File: config.mk
export PLATFORM = sky130hd
export DESIGN_NAME = memory_pressure_vote_monitor
export DESIGN_NICKNAME = d
export VERILOG_FILES = /design/src/mpvm_pkg.sv /design/src/memory_pressure_vote_monitor.sv
export VERILOG_INCLUDE_DIRS = /design/src /design/src/src
export SDC_FILE = /design/constraint.sdc
export NUM_CORES = 2
export LEC_CHECK = 0
export ABC_AREA = 1
export BUFFER_PORTS_ARGS = -buffer_cell sky130_fd_sc_hd__buf_2
export CORE_MARGIN = 2
export CORE_UTILIZATION = 48
export DETAILED_ROUTE_END_ITERATION = 16
export PLACE_DENSITY = 0.77
export SYNTH_ARGS = -nofsm -noshare
export SYNTH_HDL_FRONTEND = slang
export SYNTH_SLANG_ARGS = --single-unit
File: constraint.sdc
create_clock -name clk -period 11.64 [get_ports clk]
set_input_delay 0.582 -clock clk [delete_from_list [all_inputs] [get_ports clk]]
set_output_delay 0.582 -clock clk [all_outputs]
set_load 0.005 [all_outputs]
File: src/memory_pressure_vote_monitor_assert.svh
// assertion macros shared by the memory pressure vote monitor rtl
`ifndef MEMORY_PRESSURE_VOTE_MONITOR_ASSERT_SVH
`define MEMORY_PRESSURE_VOTE_MONITOR_ASSERT_SVH

// consequent must hold in the same cycle as the antecedent
`define MPVM_ASSERT_NOW(label, clk, rst_n, ante, cons) \
    label: assert property (@(posedge clk) disable iff (!rst_n) (ante) |-> (cons)) \
        else $error("mpvm assertion failed");

// consequent must hold in the cycle after the antecedent
`define MPVM_ASSERT_NEXT(label, clk, rst_n, ante, cons) \
    label: assert property (@(posedge clk) disable iff (!rst_n) (ante) |=> (cons)) \
        else $error("mpvm assertion failed");

`endif

File: src/mpvm_pkg.sv
package mpvm_pkg;

    // field widths
    localparam int BYTES_W  = 40;
    localparam int EFF_W    = BYTES_W + 1;
    localparam int KB_W     = 31;
    localparam int Q16_W    = 17;
    localparam int CD_W     = 16;
    localparam int LEVEL_W  = 2;

    // shared multiplier: q16 ratio times one 16-bit chunk of the wide operand
    localparam int CHUNK_W  = 16;
    localparam int WIDE_W   = 3 * CHUNK_W;
    localparam int PROD_W   = Q16_W + CHUNK_W;
    localparam int ACC_W    = Q16_W + EFF_W;

    // stream packing
    localparam int IN_DATA_W  = 280;
    localparam int IN_USER_W  = 2;
    localparam int OUT_DATA_W = 8;

    // apb
    localparam int APB_ADDR_W = 6;
    localparam int APB_DATA_W = 64;

    // register indexes
    localparam logic [2:0] REG_BUDGET        = 3'd0;
    localparam logic [2:0] REG_MODERATE_BUD  = 3'd1;
    localparam logic [2:0] REG_CRITICAL_BUD  = 3'd2;
    localparam logic [2:0] REG_MODERATE_AVL  = 3'd3;
    localparam logic [2:0] REG_CRITICAL_AVL  = 3'd4;
    localparam logic [2:0] REG_COOLDOWN      = 3'd5;

    // vote levels
    localparam logic [LEVEL_W-1:0] LVL_NONE     = 2'd0;
    localparam logic [LEVEL_W-1:0] LVL_MODERATE = 2'd1;
    localparam logic [LEVEL_W-1:0] LVL_CRITICAL = 2'd2;

    // products worked through the shared multiplier, in order
    localparam logic [1:0] OP_CRIT_BUD = 2'd0;
    localparam logic [1:0] OP_MOD_BUD  = 2'd1;
    localparam logic [1:0] OP_CRIT_AVL = 2'd2;
    localparam logic [1:0] OP_MOD_AVL  = 2'd3;

    localparam logic [1:0] LAST_CHUNK = 2'd2;

    // free + buffers + cached, saturating at the field maximum
    function automatic logic [KB_W-1:0] sat_sum3(input logic [KB_W-1:0] a,
                                                 input logic [KB_W-1:0] b,
                                                 input logic [KB_W-1:0] c);
        logic [KB_W+1:0] sum;
        sum = {2'b00, a} + {2'b00, b} + {2'b00, c};
        if (sum[KB_W+1:KB_W] != 2'b00)
            return {KB_W{1'b1}};
        else
            return sum[KB_W-1:0];
    endfunction

endpackage

File: src/memory_pressure_vote_monitor.sv
// Memory pressure vote monitor: each transfer on the slave stream is one poll tick, and each
// tick gives exactly one result transfer (level 0 none / 1 moderate / 2 critical, plus a
// notify flag) on the master stream. The block works on one tick at a time: four exact
// cross-multiplied threshold compares run through a single shared 17x16 multiplier, three
// chunks per product, each a multiply step then an accumulate step, plus one compare step
// per product; s_tready is low from acceptance until the result is loaded. A finished
// result sits in an output register, so the next tick is taken while it still waits.
// Thresholds and the cooldown are written over the APB port at byte address 8*index; the
// user must write them only while no tick is in flight, as the block does not enforce it.
module memory_pressure_vote_monitor
    import mpvm_pkg::*;
(
    input  logic                  clk,
    input  logic                  rst_n,
    // input ticks
    input  logic                  s_tvalid,
    output logic                  s_tready,
    // anon_bytes, resident_bytes, media_allowance, sys_total_kb, sys_available_kb,
    // sys_free_kb, sys_buffers_kb, sys_cached_kb, zero pad
    input  logic [IN_DATA_W-1:0]  s_tdata,
    // proc_info_valid, sys_info_valid
    input  logic [IN_USER_W-1:0]  s_tuser,
    // votes
    output logic                  m_tvalid,
    input  logic                  m_tready,
    // level, notify, zero pad
    output logic [OUT_DATA_W-1:0] m_tdata,
    // configuration
    input  logic                  psel,
    input  logic                  penable,
    input  logic                  pwrite,
    input  logic [APB_ADDR_W-1:0] paddr,
    input  logic [APB_DATA_W-1:0] pwdata,
    output logic [APB_DATA_W-1:0] prdata,
    output logic                  pready
);

    // sequencer states
    localparam logic [2:0] ST_IDLE = 3'd0;
    localparam logic [2:0] ST_MUL  = 3'd1;
    localparam logic [2:0] ST_ACC  = 3'd2;
    localparam logic [2:0] ST_CMP  = 3'd3;
    localparam logic [2:0] ST_DONE = 3'd4;

    logic [2:0]         state_reg, state_next;
    logic [1:0]         op_reg, op_next;
    logic [1:0]         chunk_reg, chunk_next;

    // configuration registers
    logic [BYTES_W-1:0] budget_reg;
    logic [Q16_W-1:0]   mod_bud_reg;
    logic [Q16_W-1:0]   crit_bud_reg;
    logic [Q16_W-1:0]   mod_avl_reg;
    logic [Q16_W-1:0]   crit_avl_reg;
    logic [CD_W-1:0]    cooldown_reg;

    // captured tick
    logic [BYTES_W-1:0] used_reg;
    logic [EFF_W-1:0]   eff_reg;
    logic               proc_ok_reg;
    logic [KB_W-1:0]    avail_reg;
    logic [KB_W-1:0]    total_reg;
    logic               sys_ok_reg;

    // arithmetic datapath
    logic [PROD_W-1:0]  prod_reg;
    logic [ACC_W-1:0]   acc_reg;
    logic [3:0]         ge_reg;

    // vote state and output register
    logic [LEVEL_W-1:0] last_level_reg;
    logic [CD_W-1:0]    repeat_count_reg;
    logic               out_valid_reg;
    logic [LEVEL_W-1:0] out_level_reg;
    logic               out_notify_reg;

    // unpacked input fields
    logic [BYTES_W-1:0] in_anon;
    logic [BYTES_W-1:0] in_resident;
    logic [BYTES_W-1:0] in_media;
    logic [KB_W-1:0]    in_total;
    logic [KB_W-1:0]    in_avail;
    logic [KB_W-1:0]    in_free;
    logic [KB_W-1:0]    in_buffers;
    logic [KB_W-1:0]    in_cached;
    logic [BYTES_W-1:0] in_used;
    logic [EFF_W-1:0]   in_eff;

    logic               in_xfer;
    logic               out_load;
    logic               cfg_wr;
    logic [2:0]         cfg_idx;

    logic [Q16_W-1:0]   mul_q;
    logic [WIDE_W-1:0]  mul_wide;
    logic [CHUNK_W-1:0] mul_chunk;
    logic [PROD_W-1:0]  mul_prod;
    logic [ACC_W-1:0]   partial;
    logic [ACC_W-1:0]   cmp_lhs;
    logic               cmp_ge;

    logic [LEVEL_W-1:0] proc_level;
    logic [LEVEL_W-1:0] sys_level;
    logic [LEVEL_W-1:0] vote;
    logic [CD_W-1:0]    cooldown_eff;
    logic [CD_W-1:0]    repeat_inc;
    logic [CD_W-1:0]    repeat_count_next;
    logic               notify;

    // field unpacking
    assign in_anon     = s_tdata[39:0];
    assign in_resident = s_tdata[79:40];
    assign in_media    = s_tdata[119:80];
    assign in_total    = s_tdata[150:120];
    assign in_avail    = s_tdata[181:151];
    assign in_free     = s_tdata[212:182];
    assign in_buffers  = s_tdata[243:213];
    assign in_cached   = s_tdata[274:244];

    assign in_used = (in_anon != '0) ? in_anon : in_resident;
    assign in_eff  = {1'b0, budget_reg} + {1'b0, in_media};

    assign s_tready = (state_reg == ST_IDLE);
    assign in_xfer  = s_tvalid && s_tready;
    assign out_load = (state_reg == ST_DONE) && (!out_valid_reg || m_tready);

    // capture of the tick figures
    always_ff @(posedge clk)
    begin
        if (in_xfer)
        begin
            used_reg    <= in_used;
            eff_reg     <= in_eff;
            proc_ok_reg <= s_tuser[0] && (in_eff != '0) && (in_used != '0);
            avail_reg   <= (in_avail != '0) ? in_avail : sat_sum3(in_free, in_buffers, in_cached);
            total_reg   <= in_total;
            sys_ok_reg  <= s_tuser[1] && (in_total != '0);
        end
    end

    // shared multiplier operand selection
    always_comb
    begin
        unique case (op_reg)
            OP_CRIT_BUD: mul_q = crit_bud_reg;
            OP_MOD_BUD:  mul_q = mod_bud_reg;
            OP_CRIT_AVL: mul_q = crit_avl_reg;
            OP_MOD_AVL:  mul_q = mod_avl_reg;
        endcase
    end

    assign mul_wide = (op_reg == OP_CRIT_BUD || op_reg == OP_MOD_BUD)
                      ? {{(WIDE_W - EFF_W){1'b0}}, eff_reg}
                      : {{(WIDE_W - KB_W){1'b0}}, total_reg};

    always_comb
    begin
        unique case (chunk_reg)
            2'd0:    mul_chunk = mul_wide[CHUNK_W-1:0];
            2'd1:    mul_chunk = mul_wide[2*CHUNK_W-1:CHUNK_W];
            2'd2:    mul_chunk = mul_wide[3*CHUNK_W-1:2*CHUNK_W];
            default: mul_chunk = '0;
        endcase
    end

    assign mul_prod = PROD_W'({{CHUNK_W{1'b0}}, mul_q} * {{Q16_W{1'b0}}, mul_chunk});

    // partial product aligned to its chunk; the true sum fits the accumulator
    always_comb
    begin
        unique case (chunk_reg)
            2'd0:    partial = {{(ACC_W - PROD_W){1'b0}}, prod_reg};
            2'd1:    partial = {{(ACC_W - PROD_W - CHUNK_W){1'b0}}, prod_reg, {CHUNK_W{1'b0}}};
            2'd2:    partial = {prod_reg[ACC_W-2*CHUNK_W-1:0], {(2*CHUNK_W){1'b0}}};
            default: partial = '0;
        endcase
    end

    // shared compare: scaled usage or availability against the product
    assign cmp_lhs = (op_reg == OP_CRIT_BUD || op_reg == OP_MOD_BUD)
                     ? {{(ACC_W - BYTES_W - CHUNK_W){1'b0}}, used_reg, {CHUNK_W{1'b0}}}
                     : {{(ACC_W - KB_W - CHUNK_W){1'b0}}, avail_reg, {CHUNK_W{1'b0}}};
    assign cmp_ge  = (cmp_lhs >= acc_reg);

    // sequencer
    always_comb
    begin
        state_next = state_reg;
        op_next    = op_reg;
        chunk_next = chunk_reg;
        unique case (state_reg)
            ST_IDLE:
            begin
                if (in_xfer)
                begin
                    state_next = ST_MUL;
                    op_next    = OP_CRIT_BUD;
                    chunk_next = 2'd0;
                end
            end
            ST_MUL:
            begin
                state_next = ST_ACC;
            end
            ST_ACC:
            begin
                if (chunk_reg == LAST_CHUNK)
                    state_next = ST_CMP;
                else
                begin
                    chunk_next = chunk_reg + 2'd1;
                    state_next = ST_MUL;
                end
            end
            ST_CMP:
            begin
                chunk_next = 2'd0;
                if (op_reg == OP_MOD_AVL)
                    state_next = ST_DONE;
                else
                begin
                    op_next    = op_reg + 2'd1;
                    state_next = ST_MUL;
                end
            end
            ST_DONE:
            begin
                if (out_load)
                    state_next = ST_IDLE;
            end
            default:
            begin
                state_next = ST_IDLE;
            end
        endcase
    end

    always_ff @(posedge clk or negedge rst_n)
    begin
        if (!rst_n)
        begin
            state_reg <= ST_IDLE;
            op_reg    <= OP_CRIT_BUD;
            chunk_reg <= 2'd0;
        end
        else
        begin
            state_reg <= state_next;
            op_reg    <= op_next;
            chunk_reg <= chunk_next;
        end
    end

    // multiply, accumulate and compare datapath
    always_ff @(posedge clk)
    begin
        if (state_reg == ST_MUL)
            prod_reg <= mul_prod;
        if (in_xfer || state_reg == ST_CMP)
            acc_reg <= '0;
        else if (state_reg == ST_ACC)
            acc_reg <= acc_reg + partial;
        if (state_reg == ST_CMP)
            ge_reg[op_reg] <= cmp_ge;
    end

    // level decision
    always_comb
    begin
        priority if (!proc_ok_reg)
            proc_level = LVL_NONE;
        else if (ge_reg[OP_CRIT_BUD])
            proc_level = LVL_CRITICAL;
        else if (ge_reg[OP_MOD_BUD])
            proc_level = LVL_MODERATE;
        else
            proc_level = LVL_NONE;

        priority if (!sys_ok_reg)
            sys_level = LVL_NONE;
        else if (!ge_reg[OP_CRIT_AVL])
            sys_level = LVL_CRITICAL;
        else if (!ge_reg[OP_MOD_AVL])
            sys_level = LVL_MODERATE;
        else
            sys_level = LVL_NONE;
    end

    assign vote         = (proc_level > sys_level) ? proc_level : sys_level;
    assign cooldown_eff = (cooldown_reg == '0) ? CD_W'(1) : cooldown_reg;
    assign repeat_inc   = repeat_count_reg + CD_W'(1);

    // notification and cooldown counting
    always_comb
    begin
        notify            = 1'b0;
        repeat_count_next = '0;
        priority if (vote == LVL_NONE)
            repeat_count_next = '0;
        else if (vote != last_level_reg)
            notify = 1'b1;
        else if (repeat_inc >= cooldown_eff)
            notify = 1'b1;
        else
            repeat_count_next = repeat_inc;
    end

    always_ff @(posedge clk or negedge rst_n)
    begin
        if (!rst_n)
        begin
            last_level_reg   <= LVL_NONE;
            repeat_count_reg <= '0;
            out_valid_reg    <= 1'b0;
        end
        else
        begin
            if (out_load)
            begin
                last_level_reg   <= vote;
                repeat_count_reg <= repeat_count_next;
                out_valid_reg    <= 1'b1;
            end
            else if (m_tready)
                out_valid_reg <= 1'b0;
        end
    end

    always_ff @(posedge clk)
    begin
        if (out_load)
        begin
            out_level_reg  <= vote;
            out_notify_reg <= notify;
        end
    end

    assign m_tvalid = out_valid_reg;
    assign m_tdata  = {{(OUT_DATA_W - LEVEL_W - 1){1'b0}}, out_notify_reg, out_level_reg};

    // configuration writes
    assign pready  = 1'b1;
    assign cfg_idx = paddr[APB_ADDR_W-1:3];
    assign cfg_wr  = psel && penable && pwrite && pready;

    always_ff @(posedge clk or negedge rst_n)
    begin
        if (!rst_n)
        begin
            budget_reg   <= '0;
            mod_bud_reg  <= '0;
            crit_bud_reg <= '0;
            mod_avl_reg  <= '0;
            crit_avl_reg <= '0;
            cooldown_reg <= CD_W'(1);
        end
        else if (cfg_wr)
        begin
            unique case (cfg_idx)
                REG_BUDGET:       budget_reg   <= pwdata[BYTES_W-1:0];
                REG_MODERATE_BUD: mod_bud_reg  <= pwdata[Q16_W-1:0];
                REG_CRITICAL_BUD: crit_bud_reg <= pwdata[Q16_W-1:0];
                REG_MODERATE_AVL: mod_avl_reg  <= pwdata[Q16_W-1:0];
                REG_CRITICAL_AVL: crit_avl_reg <= pwdata[Q16_W-1:0];
                REG_COOLDOWN:     cooldown_reg <= pwdata[CD_W-1:0];
                default:          ;
            endcase
        end
    end

    // register readback
    always_comb
    begin
        unique case (cfg_idx)
            REG_BUDGET:       prdata = {{(APB_DATA_W - BYTES_W){1'b0}}, budget_reg};
            REG_MODERATE_BUD: prdata = {{(APB_DATA_W - Q16_W){1'b0}}, mod_bud_reg};
            REG_CRITICAL_BUD: prdata = {{(APB_DATA_W - Q16_W){1'b0}}, crit_bud_reg};
            REG_MODERATE_AVL: prdata = {{(APB_DATA_W - Q16_W){1'b0}}, mod_avl_reg};
            REG_CRITICAL_AVL: prdata = {{(APB_DATA_W - Q16_W){1'b0}}, crit_avl_reg};
            REG_COOLDOWN:     prdata = {{(APB_DATA_W - CD_W){1'b0}}, cooldown_reg};
            default:          prdata = '0;
        endcase
    end

    // checks
    `include "memory_pressure_vote_monitor_assert.svh"

    `MPVM_ASSERT_NEXT(a_accept_starts_work, clk, rst_n, in_xfer, state_reg == ST_MUL && !s_tready)
    `MPVM_ASSERT_NOW(a_notify_needs_vote, clk, rst_n, out_valid_reg && out_notify_reg, out_level_reg != LVL_NONE)
    `MPVM_ASSERT_NOW(a_idle_vote_clears_count, clk, rst_n, last_level_reg == LVL_NONE, repeat_count_reg == '0)
    `MPVM_ASSERT_NOW(a_chunk_in_range, clk, rst_n, state_reg == ST_MUL || state_reg == ST_ACC, chunk_reg <= LAST_CHUNK)

endmodule

==> results.py <==
metrics = {
    "setup_path": {
        "crit_type": "register to register",
        "worstPathArrival_ns": 8.57,
        "start_kind": "register",
        "endpoint_kind": "register",
        "cp_max_fo": 35,
        "rr_worst_depth": 25,
        "required_ns": 11.97,
    },
    "yosys": {
        "synth_edf_count": 185,
        "ys.flop_type": "edfxtp_1",
        "yosys.cell_types.count": 62,
        "ys_seq_area_frac": 0.274,
        "synth.cell_area_mm2": 0.0383,
        "synthArstFlopShare": 0.382,
        "synth_area_leaders": "edfxtp_1, fa_1, nand2_1, ha_1, dfrtp_1",
        "synth.top_cell.area_share": 0.145,
        "yosysWarnings": 0,
        "synth-seq-cells": 393,
        "synth_top_cell_by_area": "edfxtp_1",
        "syn_inst": 5224,
        "syn_area_per_cell_um2": 7.33,
    },
    "floorplan": {
        "pin_count": 434,
        "core_mm2": 0.0790,
        "dieHeight_um": 286,
        "dieArea_mm2": 0.0820,
        "placementRows": 103,
        "start_util": 0.484,
        "die_w_um": 286,
    },
    "timing": {
        "fmax_mhz": 121,
        "slew_violations": 0,
        "hold_ws_ns": -0.0204,
        "slew_headroom": 0.161,
        "setup_viol": 0,
        "clock_skew_ns": 0.0419,
        "tightestPinTransition_ns": 1.25,
        "fin_crit_ns": 8.24,
        "fin_crit_sh": 0.708,
        "rsz0062_at_grt": "no",
        "setup_tns_ns": 0,
        "final_hold_viol_count": 12,
    },
    "cells_and_area": {
        "largest_reg_flops": 58,
        "drive_gt1_frac": 0.103,
        "syn2layout_area_growth_pct": 12.0,
        "seqCellArea_mm2": 0.0105,
        "final_core_util": 0.543,
        "fin_area_mm2": 0.0429,
        "multiInputGateArea_mm2": 0.0235,
        "final_nets": 6462,
        "nFillCells": 7657,
    },
    "placed_design": {
        "dp_hpwl_um": 106000,
        "io_buffers": 371,
        "gp_congestion": 1.03,
        "placed_cell_area_mm2": 0.0412,
    },
    "route": {
        "wl_per_cell_um": 19.6,
        "wl_um": 130000,
        "via_per_inst": 5.43,
        "drc_errors": 0,
        "firstDrtPassIters": 8,
        "first_iter_violations": 2956,
        "antenna_left": 0,
        "vias": 36200,
    },
    "global_route": {
        "overflow": 0,
        "grt_max_degree": 81,
        "track_usage": 0.317,
        "grt_pass1_vias": 35900,
        "grt_pass1_wl_um": 201000,
        "antenna_found_initial": 8,
    },
    "status": {
        "outcome": "finished, violations left",
        "violations": "hold timing",
    },
    "job": {
        "drv_cap": 0,
    },
    "cts": {
        "cts_setup_buffers": 0,
        "cts.clk_slew.worst_paths_ns": 0.06,
        "htree_levels": 2,
        "cts_buffers": 46,
        "clkLatencyLatePin_ns": 0.63,
        "clkSinkCount": 393,
        "cts_root_buf": "clkbuf_16",
        "cts_max_path_buffers": 3,
        "cts_tree": "yes",
        "ctsResizeCount": 0,
        "cts_hold_buf": 0,
    },
    "hold_path": {
        "holdCritPathClass": "input pin to async pin",
    },
}
worst max-delay path, stage by stage, from the launching register on:
cell      delay (ns)
dfrtp_1         0.39
inv_1           0.10
ha_1            0.24
inv_1           0.07
buf_4           0.37
o21ai_0         0.18
o22ai_2         0.73
clkinv_1        0.64
nand2_1         0.25
fa_1            0.46
fa_1            0.52
fa_1            0.51
inv_1           0.05
fa_1            0.45
fa_1            0.54
inv_1           0.05
fa_1            0.52
inv_1           0.04
ha_1            0.36
a21oi_1         0.24
o21ai_0         0.12
a21oi_1         0.34
o21ai_0         0.22
a21oi_1         0.27
o21bai_1        0.11
xor2_1          0.14
logic make-up after synthesis:
logic type	count (synthesis)	share of synthesized area
and+or+nand+nor	2142	0.227
buffers and inverters	1130	0.116
AOI/OAI and AO/OA	909	0.134
adders and majority gates	542	0.225
DFF	393	0.274
xor gates and xnor gates	106	0.0243
other	2	0.000196
layout make-up:
| class | count | area share |
|---|---|---|
| Timing Repair Buffer | 410 | 0.0503 |
| Clock buffer | 58 | 0.0293 |
| Inverter | 981 | 0.0859 |
| Antenna cell | 7 | 0.000409 |
| Tap cell | 1050 | 0.0306 |
| Multi-Input combinational cell | 3729 | 0.549 |
| Clock inverter | 26 | 0.00984 |
| Sequential cell | 393 | 0.244 |
through the flow:
| stage | setup WS (ns) | hold slack [ns] | std cells |
|---|---|---|---|
| final | 3.40 | -0.0204 | 6654 |
| after global routing | 3.10 | 0.0378 | 6652 |
| after CTS | 3.52 | 0.000748 | 6647 |
| after detailed placement | 3.55 | 0.474 | 6563 |
| after global placement | 3.61 | 0.469 | 6563 |
| after floorplan | 3.63 | 0.286 | 5252 |
cell usage in the layout (no fill, tap or decap), types with 40 or more instances in the layout:
cell,netlist,routed
nand2_1,1260,1259
inv_1,965,964
nor2_1,570,566
buf_2,26,370
a21oi_1,353,353
o21ai_0,331,331
ha_1,300,297
fa_1,242,242
edfxtp_1,185,185
nand3_1,161,161
dfrtp_1,149,149
xor2_1,66,66
dfxtp_1,58,58
nand4_1,50,50
clkbuf_16,0,46
xnor2_1,40,40
path summary, 6_finish.rpt:
kind                                    to  slack [ns]        from
min reg2reg                     acc_reg[2]        0.49  acc_reg[2]
min                        mod_avl_reg[12]       -0.02       rst_n
max reg2reg                   prod_reg[26]        3.40   op_reg[0]
max                           prod_reg[26]        3.40   op_reg[0]
max in group asynchronous     state_reg[1]       10.20       rst_n
min in group clk            budget_reg[26]        0.18  pwdata[26]
cell usage after synthesis (all sizes together) (18+ instances only):
library cell and number:
nand2 1264, inv 972, nor2 576, a21oi 374, o21ai 346, ha 300
fa 242, edfxtp 185, nand3 167, dfrtp 149, clkbuf 75, buf 74
xor2 66, dfxtp 58, nand4 50, nor3 44, o22ai 42, xnor2 40
nor4 28, o211ai 28, o21bai 23, a221oi 19, a22oi 18
per-layer routing:
metal	wire length (um)	share of wire	global-route usage
met5	27	0.00021	0
met4	6070	0.047	0.137
met3	9580	0.074	0.0478
met2	61500	0.47	0.534
met1	53200	0.41	0.405
Power is left out: the tool's default activity adds up to more than one toggle a clock period on the data nets, which glitch-free logic cannot reach.
